### src/hdl/ist_pkg.sv
// ist_pkg: shared types for the insertion sorter
// controller states and the command and status words between controller and datapath
// no dependencies
`default_nettype none

package ist_pkg;

    typedef enum logic [2:0] {
        S_IDLE,
        S_START,
        S_CMP,
        S_PUT,
        S_EMIT_RD,
        S_EMIT_LD
    } state_t;

    typedef struct packed {
        logic take_in;      // latch the input word
        logic pos_from_fill;
        logic set_ovf;
        logic rd_shift;     // read the entry below the insert point
        logic shift;        // move the entry read up one place
        logic put;          // store the new value at the insert point
        logic emit_start;
        logic rd_emit;
        logic load_out;
        logic clear;
    } cmd_t;

    typedef struct packed {
        logic full;
        logic pos_zero;
        logic pos_one;
        logic greater;      // entry read is above the new value
        logic last;
        logic emit_final;
        logic out_free;
    } status_t;

endpackage

`default_nettype wire

### src/hdl/insertion_sorter_core.sv
// insertion_sorter_core: top level of the insertion sorter
// depends on ist_pkg, ist_ctrl and ist_datapath
//
// input channel: value and last, with in_valid and in_stall. a word is taken
// when in_valid is high and in_stall low. each value is inserted into an
// ascending list kept in a ram with one write and one read port; equal values
// keep arrival order. an insert keeps in_stall high after acceptance while the
// held entries larger than the new value move up (one ram read and one write
// per moved entry, one entry per cycle) and the new value is then stored; into
// an empty list it is stored with no read, into a full one it is dropped.
// after the word marked last the list is read out on the output channel
// (sorted_value, end_of_block, overflowed with out_valid and out_stall),
// smallest first, each word read from the ram and then loaded into the output
// register while out_stall is low. end_of_block marks the largest.
// words beyond DEPTH are dropped and overflowed is set on that block's results.
// out_stall holds the output register; the next word of the block waits, and
// a new input word is taken while the final result still waits.
// reset clears the insert pointer, fill count, overflow flag and out_valid;
// the list ram is not cleared, no clearing pass is needed.
`default_nettype none

module insertion_sorter_core #(
    parameter int DEPTH = 64
) (
    input  wire logic               clk,
    input  wire logic               rst_n,
    input  wire logic               in_valid,
    output logic                    in_stall,
    input  wire logic signed [31:0] value,
    input  wire logic               last,
    output logic                    out_valid,
    input  wire logic               out_stall,
    output logic signed [31:0]      sorted_value,
    output logic                    end_of_block,
    output logic                    overflowed
);

    import ist_pkg::*;

    cmd_t    cmd;
    status_t status;

    ist_ctrl u_ctrl (
        .clk      (clk),
        .rst_n    (rst_n),
        .in_valid (in_valid),
        .in_stall (in_stall),
        .status   (status),
        .cmd      (cmd)
    );

    ist_datapath #(
        .DEPTH (DEPTH)
    ) u_datapath (
        .clk          (clk),
        .rst_n        (rst_n),
        .value        (value),
        .last         (last),
        .out_stall    (out_stall),
        .out_valid    (out_valid),
        .sorted_value (sorted_value),
        .end_of_block (end_of_block),
        .overflowed   (overflowed),
        .cmd          (cmd),
        .status       (status)
    );

endmodule

`default_nettype wire

### src/hdl/ist_ram.sv
// ist_ram: generic single write port, single read port ram with registered read
// no dependencies
`default_nettype none

module ist_ram #(
    parameter int WIDTH = 32,
    parameter int DEPTH = 64
) (
    input  wire logic                     clk,
    input  wire logic                     we,
    input  wire logic [$clog2(DEPTH)-1:0] waddr,
    input  wire logic [WIDTH-1:0]         wdata,
    input  wire logic                     re,
    input  wire logic [$clog2(DEPTH)-1:0] raddr,
    output logic      [WIDTH-1:0]         rdata
);

    logic [WIDTH-1:0] mem [DEPTH];

    always_ff @(posedge clk)
    begin
        if (we)
        begin
            mem[waddr] <= wdata;
        end
        if (re)
        begin
            rdata <= mem[raddr];
        end
    end

endmodule

`default_nettype wire

### src/hdl/ist_ctrl.sv
// ist_ctrl: controller state machine of the insertion sorter
// depends on ist_pkg for state, command and status types
`default_nettype none

module ist_ctrl (
    input  wire logic             clk,
    input  wire logic             rst_n,
    input  wire logic             in_valid,
    output logic                  in_stall,
    input  wire ist_pkg::status_t status,
    output ist_pkg::cmd_t         cmd
);

    import ist_pkg::*;

    state_t state_reg;
    state_t state_next;

    always_ff @(posedge clk or negedge rst_n)
    begin
        if (!rst_n)
        begin
            state_reg <= S_IDLE;
        end
        else
        begin
            state_reg <= state_next;
        end
    end

    // next state
    always_comb
    begin
        state_next = state_reg;
        unique case (state_reg)
            S_IDLE:
            begin
                if (in_valid)
                begin
                    state_next = S_START;
                end
            end
            S_START:
            begin
                priority if (status.full || status.pos_zero)
                begin
                    state_next = status.last ? S_EMIT_RD : S_IDLE;
                end
                else
                begin
                    state_next = S_CMP;
                end
            end
            S_CMP:
            begin
                priority if (status.greater)
                begin
                    state_next = status.pos_one ? S_PUT : S_CMP;
                end
                else
                begin
                    state_next = status.last ? S_EMIT_RD : S_IDLE;
                end
            end
            S_PUT:
            begin
                state_next = status.last ? S_EMIT_RD : S_IDLE;
            end
            S_EMIT_RD:
            begin
                state_next = S_EMIT_LD;
            end
            S_EMIT_LD:
            begin
                if (status.out_free)
                begin
                    state_next = status.emit_final ? S_IDLE : S_EMIT_RD;
                end
            end
            default:
            begin
                state_next = S_IDLE;
            end
        endcase
    end

    // outputs
    always_comb
    begin
        cmd      = '0;
        in_stall = 1'b1;
        unique case (state_reg)
            S_IDLE:
            begin
                in_stall          = 1'b0;
                cmd.take_in       = in_valid;
                cmd.pos_from_fill = in_valid;
            end
            S_START:
            begin
                priority if (status.full)
                begin
                    cmd.set_ovf    = 1'b1;
                    cmd.emit_start = status.last;
                end
                else if (status.pos_zero)
                begin
                    cmd.put        = 1'b1;
                    cmd.emit_start = status.last;
                end
                else
                begin
                    cmd.rd_shift = 1'b1;
                end
            end
            S_CMP:
            begin
                priority if (status.greater)
                begin
                    cmd.shift    = 1'b1;
                    cmd.rd_shift = !status.pos_one;
                end
                else
                begin
                    cmd.put        = 1'b1;
                    cmd.emit_start = status.last;
                end
            end
            S_PUT:
            begin
                cmd.put        = 1'b1;
                cmd.emit_start = status.last;
            end
            S_EMIT_RD:
            begin
                cmd.rd_emit = 1'b1;
            end
            S_EMIT_LD:
            begin
                cmd.load_out = status.out_free;
                cmd.clear    = status.out_free && status.emit_final;
            end
            default:
            begin
                cmd = '0;
            end
        endcase
    end

endmodule

`default_nettype wire

### src/hdl/ist_datapath.sv
// ist_datapath: list memory, insert pointer, fill count and output register
// depends on ist_pkg for command and status types, ist_ram for the list store
`default_nettype none

module ist_datapath #(
    parameter int DEPTH = 64
) (
    input  wire logic               clk,
    input  wire logic               rst_n,
    input  wire logic signed [31:0] value,
    input  wire logic               last,
    input  wire logic               out_stall,
    output logic                    out_valid,
    output logic signed [31:0]      sorted_value,
    output logic                    end_of_block,
    output logic                    overflowed,
    input  wire ist_pkg::cmd_t      cmd,
    output ist_pkg::status_t        status
);

    import ist_pkg::*;

    localparam int AW = $clog2(DEPTH);
    localparam int CW = $clog2(DEPTH + 1);

    logic signed [31:0] value_reg;
    logic               last_reg;
    logic [CW-1:0]      pos_reg;
    logic [CW-1:0]      pos_next;
    logic [CW-1:0]      fill_reg;
    logic [CW-1:0]      fill_next;
    logic               ovf_reg;
    logic               ovf_next;
    logic               out_valid_reg;
    logic               out_valid_next;
    logic signed [31:0] sorted_value_reg;
    logic               end_of_block_reg;
    logic               overflowed_reg;

    logic               ram_we;
    logic [CW-1:0]      waddr_full;
    logic [31:0]        ram_wdata;
    logic               ram_re;
    logic [CW-1:0]      raddr_full;
    logic [31:0]        ram_rdata;
    logic [CW-1:0]      pos_inc;

    assign pos_inc = pos_reg + CW'(1);

    // write at the insert point: either the moved entry or the new value
    assign ram_we     = cmd.shift || cmd.put;
    assign waddr_full = pos_reg;
    assign ram_wdata  = cmd.shift ? ram_rdata : value_reg;
    assign ram_re     = cmd.rd_shift || cmd.rd_emit;

    // while shifting the pointer drops too, so look two places down
    always_comb
    begin
        priority if (cmd.rd_emit)
        begin
            raddr_full = pos_reg;
        end
        else if (cmd.shift)
        begin
            raddr_full = pos_reg - CW'(2);
        end
        else
        begin
            raddr_full = pos_reg - CW'(1);
        end
    end

    ist_ram #(
        .WIDTH (32),
        .DEPTH (DEPTH)
    ) u_ram (
        .clk   (clk),
        .we    (ram_we),
        .waddr (waddr_full[AW-1:0]),
        .wdata (ram_wdata),
        .re    (ram_re),
        .raddr (raddr_full[AW-1:0]),
        .rdata (ram_rdata)
    );

    always_comb
    begin
        pos_next = pos_reg;
        priority if (cmd.pos_from_fill)
        begin
            pos_next = fill_reg;
        end
        else if (cmd.emit_start)
        begin
            pos_next = '0;
        end
        else if (cmd.shift)
        begin
            pos_next = pos_reg - CW'(1);
        end
        else if (cmd.load_out)
        begin
            pos_next = pos_inc;
        end
    end

    always_comb
    begin
        fill_next = fill_reg;
        ovf_next  = ovf_reg;
        if (cmd.put)
        begin
            fill_next = fill_reg + CW'(1);
        end
        if (cmd.set_ovf)
        begin
            ovf_next = 1'b1;
        end
        if (cmd.clear)
        begin
            fill_next = '0;
            ovf_next  = 1'b0;
        end
    end

    always_comb
    begin
        out_valid_next = out_valid_reg;
        priority if (cmd.load_out)
        begin
            out_valid_next = 1'b1;
        end
        else if (!out_stall)
        begin
            out_valid_next = 1'b0;
        end
    end

    always_ff @(posedge clk or negedge rst_n)
    begin
        if (!rst_n)
        begin
            pos_reg       <= '0;
            fill_reg      <= '0;
            ovf_reg       <= 1'b0;
            out_valid_reg <= 1'b0;
        end
        else
        begin
            pos_reg       <= pos_next;
            fill_reg      <= fill_next;
            ovf_reg       <= ovf_next;
            out_valid_reg <= out_valid_next;
        end
    end

    always_ff @(posedge clk)
    begin
        if (cmd.take_in)
        begin
            value_reg <= value;
            last_reg  <= last;
        end
        if (cmd.load_out)
        begin
            sorted_value_reg <= $signed(ram_rdata);
            end_of_block_reg <= (pos_inc == fill_reg);
            overflowed_reg   <= ovf_reg;
        end
    end

    assign status.full       = (fill_reg == CW'(DEPTH));
    assign status.pos_zero   = (pos_reg == '0);
    assign status.pos_one    = (pos_reg == CW'(1));
    assign status.greater    = ($signed(ram_rdata) > value_reg);
    assign status.last       = last_reg;
    assign status.emit_final = (pos_inc == fill_reg);
    assign status.out_free   = !out_valid_reg || !out_stall;

    assign out_valid    = out_valid_reg;
    assign sorted_value = sorted_value_reg;
    assign end_of_block = end_of_block_reg;
    assign overflowed   = overflowed_reg;

endmodule

`default_nettype wire

### config.mk
export PLATFORM = sky130hd
export DESIGN_NAME = insertion_sorter_core
export DESIGN_NICKNAME = d
export VERILOG_FILES = /design/src/hdl/ist_pkg.sv /design/src/hdl/insertion_sorter_core.sv /design/src/hdl/ist_ram.sv /design/src/hdl/ist_ctrl.sv /design/src/hdl/ist_datapath.sv
export SDC_FILE = /design/constraint.sdc
export NUM_CORES = 2
export LEC_CHECK = 0
export BUFFER_PORTS_ARGS = -buffer_cell sky130_fd_sc_hd__buf_2
export CAP_MARGIN = 15
export CORE_ASPECT_RATIO = 1.4
export CORE_UTILIZATION = 55
export DETAILED_ROUTE_END_ITERATION = 7
export GPL_ROUTABILITY_DRIVEN = 0
export PLACE_DENSITY_LB_ADDON = 0.3
export SETUP_SLACK_MARGIN = 0.4
export SLEW_MARGIN = 10
export SYNTH_ARGS = -nofsm -noshare
export SYNTH_HDL_FRONTEND = slang
export SYNTH_SLANG_ARGS = --single-unit
### constraint.sdc
create_clock -name clk -period 16.6 [get_ports clk]
set_input_delay 0.83 -clock clk [delete_from_list [all_inputs] [get_ports clk]]
set_output_delay 0.83 -clock clk [all_outputs]
set_load 0.02 [all_outputs]
Word-level counts from Yosys, hierarchy flattened
Memory sizes are Yosys's and may differ from the RTL's. A register that Yosys moved wholly into a read port is not among the register bits.
Index checks and enable logic that the tools add are counted.
{"block": "word_totals", "n_memories": 1, "ram_bits": 2048, "reg_bits": 86, "out_inout_bits": 36, "wordCells": 80, "inputBits": 37}
{"memory": "u_datapath.u_ram.mem", "words": 64, "width": 32, "read_ports": 1, "rd_clocked_by_memory_dff": 1, "write_ports": 1, "line": "ist_ram.sv:18", "source": "logic [WIDTH-1:0] mem [DEPTH];"}
{"block": "classes", "muxes": 39, "n_lt_le_gt_ge": 1, "n_eq_ne": 11, "add_sub_neg": 4, "reduce_logical": 14}
{"operator": "7-bit 2-to-1 mux", "count": 6}
{"operator": "32-bit > comparator", "count": 1}
{"operator": "32-bit 2-to-1 mux", "count": 1}
{"operator": "3-bit 2-to-1 mux", "count": 6}
{"operator": "3-bit one-hot mux with 6 select lines", "count": 1}
{"operator": "1-bit 2-to-1 mux", "count": 16}
{"operator": "7-bit by 1-bit adder with 7-bit output (second input constant)", "count": 2}
{"operator": "6-bit 2-to-1 mux", "count": 2}
{"operator": "2-bit 2-to-1 mux", "count": 5}
{"operator": "7-bit by 1-bit equality test with 1-bit output (second input constant)", "count": 1}
{"operator": "7-bit equality test", "count": 1}
{"operator": "7-bit equality test (second input constant)", "count": 1}
{"operator": "7-bit zero test", "count": 1}
{"operator": "7-bit by 1-bit subtractor with 7-bit output (second input constant)", "count": 1}
{"operator": "3-bit by 2-bit equality test with 1-bit output (second input constant)", "count": 2}
{"operator": "3-bit equality test (second input constant)", "count": 2}
{"operator": "2-bit one-hot mux with 3 select lines", "count": 1}
{"operator": "6-bit by 2-bit subtractor with 6-bit output (second input constant)", "count": 1}
{"operator": "1-bit logical OR", "count": 4}
{"operator": "2-bit by 1-bit != test with 1-bit output (second input constant)", "count": 2}
{"operator": "2-bit nonzero test", "count": 2}
{"operator": "4-bit nonzero test", "count": 1}
{"operator": "3-bit by 1-bit equality test with 1-bit output (second input constant)", "count": 1}
{"operator": "1-bit zero test", "count": 3}
{"operator": "other kinds (5)", "count": 5}

Longest topological paths before layout
{"block": "logic_depth", "word_depth": 8, "mapped_depth": 19, "depth_no_buf": 16}

Modules after synthesis
Synthesis repeated with hierarchy kept, for this count alone.
{"block": "hier_totals", "hier_cells": 3760, "hier_area_um2": 83545.1}
{"module": "ist_ram", "area_per_inst_um2": 78835.6, "cells_per_inst": 3324, "seq_area_each_um2": 62459.9, "instances": 1}
{"module": "ist_datapath", "area_per_inst_um2": 4394.2, "cells_per_inst": 401, "seq_area_each_um2": 2412.3, "instances": 1}
{"module": "ist_ctrl", "area_per_inst_um2": 315.3, "cells_per_inst": 35, "seq_area_each_um2": 75.1, "instances": 1}

Least setup slack after synthesis
OpenSTA, ideal clock, no wires.
{"block": "synth_timing", "path_kind": "register to register", "from": "reg u_datapath.u_ram.rdata[13], read port of u_datapath.u_ram.mem", "to": "mem u_datapath.u_ram.mem[0][1], data pin", "stages_incl_launch_ff": 12, "path_buffers": 3, "arrival_ns": 5.523, "required_ns": 15.898, "period_less_slack_ns": 6.225, "slack_ns": 10.375, "setup_ns": 0.702, "path_cell_list": "edfxtp_1 > ha_1 > a21o_1 > a21o_1 > a2111o_1 > o31a_1 > o311ai_4 > inv_2 > clkbuf_1 > clkbuf_1 > clkbuf_1 > o21ai_0"}
{"block": "synth_via", "elab_chain_cells": 4}
{"element": "start: declaration", "line": "ist_ram.sv:15", "source": "output logic [WIDTH-1:0] rdata"}
{"element": "32-bit > comparator", "line": "ist_datapath.sv:175", "source": "assign status.greater = ($signed(ram_rdata) > value_reg);"}
{"element": "2-bit 2-to-1 mux", "line": "ist_ctrl.sv:118", "source": "priority if (status.greater)"}
{"element": "1-bit 2-to-1 mux", "line": "ist_ctrl.sv:92", "source": "unique case (state_reg)"}
{"element": "32-bit 2-to-1 mux", "line": "ist_datapath.sv:53", "source": "assign ram_wdata = cmd.shift ? ram_rdata : value_reg;"}
{"element": "net u_datapath.ram_wdata[1]", "line": "ist_datapath.sv:42", "source": "logic [31:0] ram_wdata;"}
{"element": "end: declaration", "line": "ist_ram.sv:18"}
The timed path passes the listed nets, and every way through them passes these cells.

Worst setup path in the final report
{"block": "layout_timing", "from": "reg u_datapath.value_reg[19]", "to": "reg u_datapath.u_ram.rdata[0], read port of u_datapath.u_ram.mem, data pin"}
{"block": "layout_via", "elab_chain_cells": 5, "elab_cells_between_ends": 7, "classes_between": "order compare (1); mux (5); reduce/logical (1)"}
{"element": "start: declaration", "line": "ist_datapath.sv:26", "source": "logic signed [31:0] value_reg;"}
{"element": "start signal: assignment", "line": "ist_datapath.sv:161", "source": "value_reg <= value;"}
{"element": "32-bit > comparator (*)", "line": "ist_datapath.sv:175"}
{"element": "2-bit 2-to-1 mux (*)", "line": "ist_ctrl.sv:118"}
{"element": "1-bit 2-to-1 mux", "line": "ist_ctrl.sv:92"}
{"element": "6-bit 2-to-1 mux", "line": "ist_datapath.sv:63", "source": "else if (cmd.shift)"}
{"element": "6-bit 2-to-1 mux", "line": "ist_datapath.sv:59", "source": "priority if (cmd.rd_emit)"}
Every way passes the cells marked *; elsewhere a longest branch is shown, timed or not.
A chain may end at the register's enable or synchronous reset.

==> metrics.md <==
| Metric | Value |
|---|---|
| Vias | roughly 53000 |
| Core region area | ~150000 um2 |
| Number of distinct library cells after synthesis | between 60 and 70 |
| Average vias per placed instance | approximately 6.6 |
| Layout cell share with drive strength beyond 1 | a little over a tenth |
| RSZ-0062 raised after global routing | no |
| Async set or reset register ratio after synthesis | 0.877% |
| Post-route cell area | between 90000 and 100000 um2 |
| CTS H-tree lvls | 4 |
| Layout overhead on the synthesized area | 11.3% |
| Biggest cell delay along the critical path | 0.84 ns |
| Setup Buffers After CTS | 0 |
| Sinks on the clock net | approximately 2200 |
| Maximum fanout along the worst path | a little under 60 |
| Worst Skew | roughly 0.034 ns |
| Total detailed-routing wirelength | about 250000 um |
| CTS tree | built |
| Pin count of the biggest net entering global routing | ~140 |
| Sort of element at the start of the critical path | register |
| Worst-Skew Late Latency | 0.84 ns |
| Status | finished, final reports clean |
| Max Cap Violations | 0 |
| Post-synthesis sequential area ratio | roughly three quarters |
| Number of nets in the final layout | 5958 |
| Number of flip-flops under the largest register name | 2048 |
| Number of gates resized after cts | 0 |
| Effective utilization at floorplan | about 55% |
| Critical path cell sequence | inv_1, ha_1, a41oi_1, o21ai_0, a221oi_1, a21boi_0, o311ai_4, a22o_4, buf_4, buf_4, buf_4, mux2i_1, a32o_1, a221oi_1, o21ai_0, o32ai_1, and3_1 |
| Syn. warnings | 0 |
| Slowest CP cell | sky130_fd_sc_hd__o21ai_0 |
| Synth Instances | ~5800 |
| Post-placement cell area | between 80000 and 90000 um2 |
| Post-route ant nets | 0 |
| Post-Place Setup Slack | approximately 8.6 ns |
| Total power | 17000 uW |
| Number of buffers added by the clock tree synthesis step | roughly 190 |
| Post-synthesis register bit count | around 2200 |
| Slack of the critical path | 8.29 ns |
| Number of ports placed on the die boundary | between 70 and 80 |
| Routed WL per cell | between 30 and 40 um |
| Worst-Margin Slew | 1.45 ns |
| Maximum clock frequency | roughly 120 MHz |
| Width of the die | between 300 and 400 um |
| Slew Limit Headroom | about 3.1% |
| Number of detailed-route iterations in the first pass | 8 |
| Row cnt | approximately 170 |
| Worst voltage drop across the vdd grid | 0.265 mV |
| PD cells | between 150 and 200 nW/um2 |
| Data arrival time at the worst-slack endpoint | ~8.9 ns |
| Number of design-rule violations left by the first detailed-router iteration | between 7000 and 8000 |
| Most used DFF post-synth | sky130_fd_sc_hd__edfxtp_1 |
| Path class of the lowest-slack min-delay path | in -> reg |
| Number of cells in the design after placement | a little under 8000 |
| CP top delay family | compound AO/OA/AOI/OAI gates |
| CTS max path bufs | 3 |
| Syn nets | between 5000 and 6000 |
| Sum of buffers and inverters on the critical path | 4 |
| Number of hold buffers added after CTS | 1 |
| Floorplan die area | 157000 um2 |
| CP endpoint kind | register |
| Non-filler cells in the finished layout | about 8100 |
| Post-DP HPWL | 141000 um |
| Vertical die dimension | about 470 um |
| Clock period minus final worst setup slack | just over 8 ns |
| Pins Over Slew Limit | 0 |
| Global Route Usage Sum | around a third |
| Avg Cell Area, Syn | between 10 and 15 um2 |
| Leak pwr | 0.0316 uW |
| Leftover overflow at the end of global routing | 0 |
| Wire length of the first global-routing pass | approximately 350000 um |
| Largest register by flop count | u_datapath.u_ram.mem |
| Final count of hold timing violations | 0 |
| Initial antenna violation count | 22 |
| Cell with the most instances on the worst path | sky130_fd_sc_hd__buf_4 |
| Port Buffers | 72 |
| Number of global-route vias before repair | between 50000 and 60000 |
| Clock transition at the registers of the reported paths | approximately 0.07 ns |
| Number of endpoints failing setup at the final stage | 0 |
| Critical Setup Path Class | reg -> reg |
| Synthesized area | between 80000 and 90000 um2 |
| Number of synthesized flops with an enable pin | approximately 2100 |
| Ratio of final minimum period to clock period | 50.1% |
| Remaining design rule violation count | 0 |
| Required time of the critical path | ~17 ns |
| Clock Tree Root | sky130_fd_sc_hd__clkbuf_16 |
| Setup TNS Final | 0 ns |
==> cells by family (layout without fill, tap and decap cells) <==
logic type / after synthesis / after routing / share of synthesized area, %
AOI/OAI and AO/OA: 690 / 690 / 6.19
xor gates and xnor gates: 17 / 17 / 0.196
adders and majority gates: 44 / 44 / 0.643
buffers and inverters: 416 / 621 / 2.09
DFF: 2166 / 2166 / 75.8
muxes: 414 / 414 / 4.87
other: 0 / 12 / 0
and+or+nand+nor: 2073 / 2073 / 10.2
==> cell usage in the layout, fill, tap and decap left out, types with 26 or more instances in the layout <==
master	synthesis	routed
sky130_fd_sc_hd__a21oi_1	28	26
sky130_fd_sc_hd__a221oi_1	32	32
sky130_fd_sc_hd__a311oi_1	66	58
sky130_fd_sc_hd__a31oi_1	97	95
sky130_fd_sc_hd__a32o_1	31	31
sky130_fd_sc_hd__a32oi_1	253	253
sky130_fd_sc_hd__and3_1	62	62
sky130_fd_sc_hd__buf_2	104	72
sky130_fd_sc_hd__buf_4	18	155
sky130_fd_sc_hd__clkbuf_1	230	39
sky130_fd_sc_hd__clkbuf_16	0	189
sky130_fd_sc_hd__clkinv_1	1	43
sky130_fd_sc_hd__clkinv_2	0	37
sky130_fd_sc_hd__edfxtp_1	2147	2147
sky130_fd_sc_hd__ha_1	44	44
sky130_fd_sc_hd__inv_1	42	42
sky130_fd_sc_hd__mux2i_1	410	410
sky130_fd_sc_hd__nand2_1	1350	1349
sky130_fd_sc_hd__nand3_1	505	504
sky130_fd_sc_hd__nor2_1	99	30
sky130_fd_sc_hd__nor2_4	0	68
sky130_fd_sc_hd__o21ai_0	105	73
sky130_fd_sc_hd__o21ai_4	0	33
sky130_fd_sc_hd__o32ai_1	32	31
==> metal layers <==
layer | share of wire, % | GRT usage [%]
met2 | 47 | 50.2
met4 | 7.4 | 20.5
met1 | 35 | 39.3
met5 | 0.028 | 0
met3 | 11 | 6.51
==> area by class of cell <==
type | instances | area, um2
Timing Repair Buffer | 241 | 1790
Sequential cell | 2166 | 64900
Clock inverter | 108 | 947
Multi-Input combinational cell | 3238 | 20000
Clock buffer | 228 | 4880
Inverter | 44 | 168
Tap cell | 2076 | 2600
Fill cell | 11148 | 59600
Antenna cell | 12 | 30.0
==> report_power, final <==
group / internal, uW / switching, uW
registers: 6070 / 93.6
clock network: 2330 / 1930
logic: 1890 / 4670
total: 10300 / 6690
==> per-stage QoR <==
stage	hold WS (ns)	utilization, %
after floorplan	0.426	-
after global placement	0.460	57.7
after detailed placement	0.448	57.7
after CTS	0.138	61.5
after global routing	0.160	61.5
final	0.187	61.5
==> Yosys cell counts (62+ instances only) <==
cell	count	area, um2
sky130_fd_sc_hd__edfxtp_1	2147	64500
sky130_fd_sc_hd__nand2_1	1350	5070
sky130_fd_sc_hd__nand3_1	505	2530
sky130_fd_sc_hd__mux2i_1	410	4100
sky130_fd_sc_hd__a32oi_1	253	2220
sky130_fd_sc_hd__clkbuf_1	230	863
sky130_fd_sc_hd__o21ai_0	105	526
sky130_fd_sc_hd__buf_2	104	521
sky130_fd_sc_hd__nor2_1	99	372
sky130_fd_sc_hd__a31oi_1	97	607
sky130_fd_sc_hd__a311oi_1	66	578
sky130_fd_sc_hd__and3_1	62	388
==> worst paths after layout <==
| kind | start | slack, ns | endpoint | depth (start not counted) |
|---|---|---|---|---|
| worst max-delay path | u_datapath.value_reg[19] | 8.29 | u_datapath.u_ram.rdata[0] | 17 |
| worst min-delay path | value[2] | 0.19 | u_datapath.value_reg[2] | 1 |
| worst max register to register | u_datapath.value_reg[19] | 8.29 | u_datapath.u_ram.rdata[0] | 17 |
| worst min register to register | u_datapath.ovf_reg | 0.48 | u_datapath.overflowed | 0 |
| max in group asynchronous | rst_n | 15.81 | u_datapath.pos_reg[4] | 2 |
| min in group asynchronous | rst_n | 0.48 | u_datapath.pos_reg[2] | 2 |
==> worst reg2reg max path, stage by stage, from the launching register on <==
cell	delay [ns]
sky130_fd_sc_hd__edfxtp_1	0.37
sky130_fd_sc_hd__inv_1	0.13
sky130_fd_sc_hd__ha_1	0.28
sky130_fd_sc_hd__a41oi_1	0.24
sky130_fd_sc_hd__o21ai_0	0.29
sky130_fd_sc_hd__a221oi_1	0.44
sky130_fd_sc_hd__a21boi_0	0.24
sky130_fd_sc_hd__o311ai_4	0.70
sky130_fd_sc_hd__a22o_4	0.66
sky130_fd_sc_hd__buf_4	0.85
sky130_fd_sc_hd__buf_4	0.82
sky130_fd_sc_hd__buf_4	0.72
sky130_fd_sc_hd__mux2i_1	0.36
sky130_fd_sc_hd__a32o_1	0.17
sky130_fd_sc_hd__a221oi_1	0.06
sky130_fd_sc_hd__o21ai_0	0.84
sky130_fd_sc_hd__o32ai_1	0.51
sky130_fd_sc_hd__and3_1	0.36
Power figures use the tool's default switching activity.
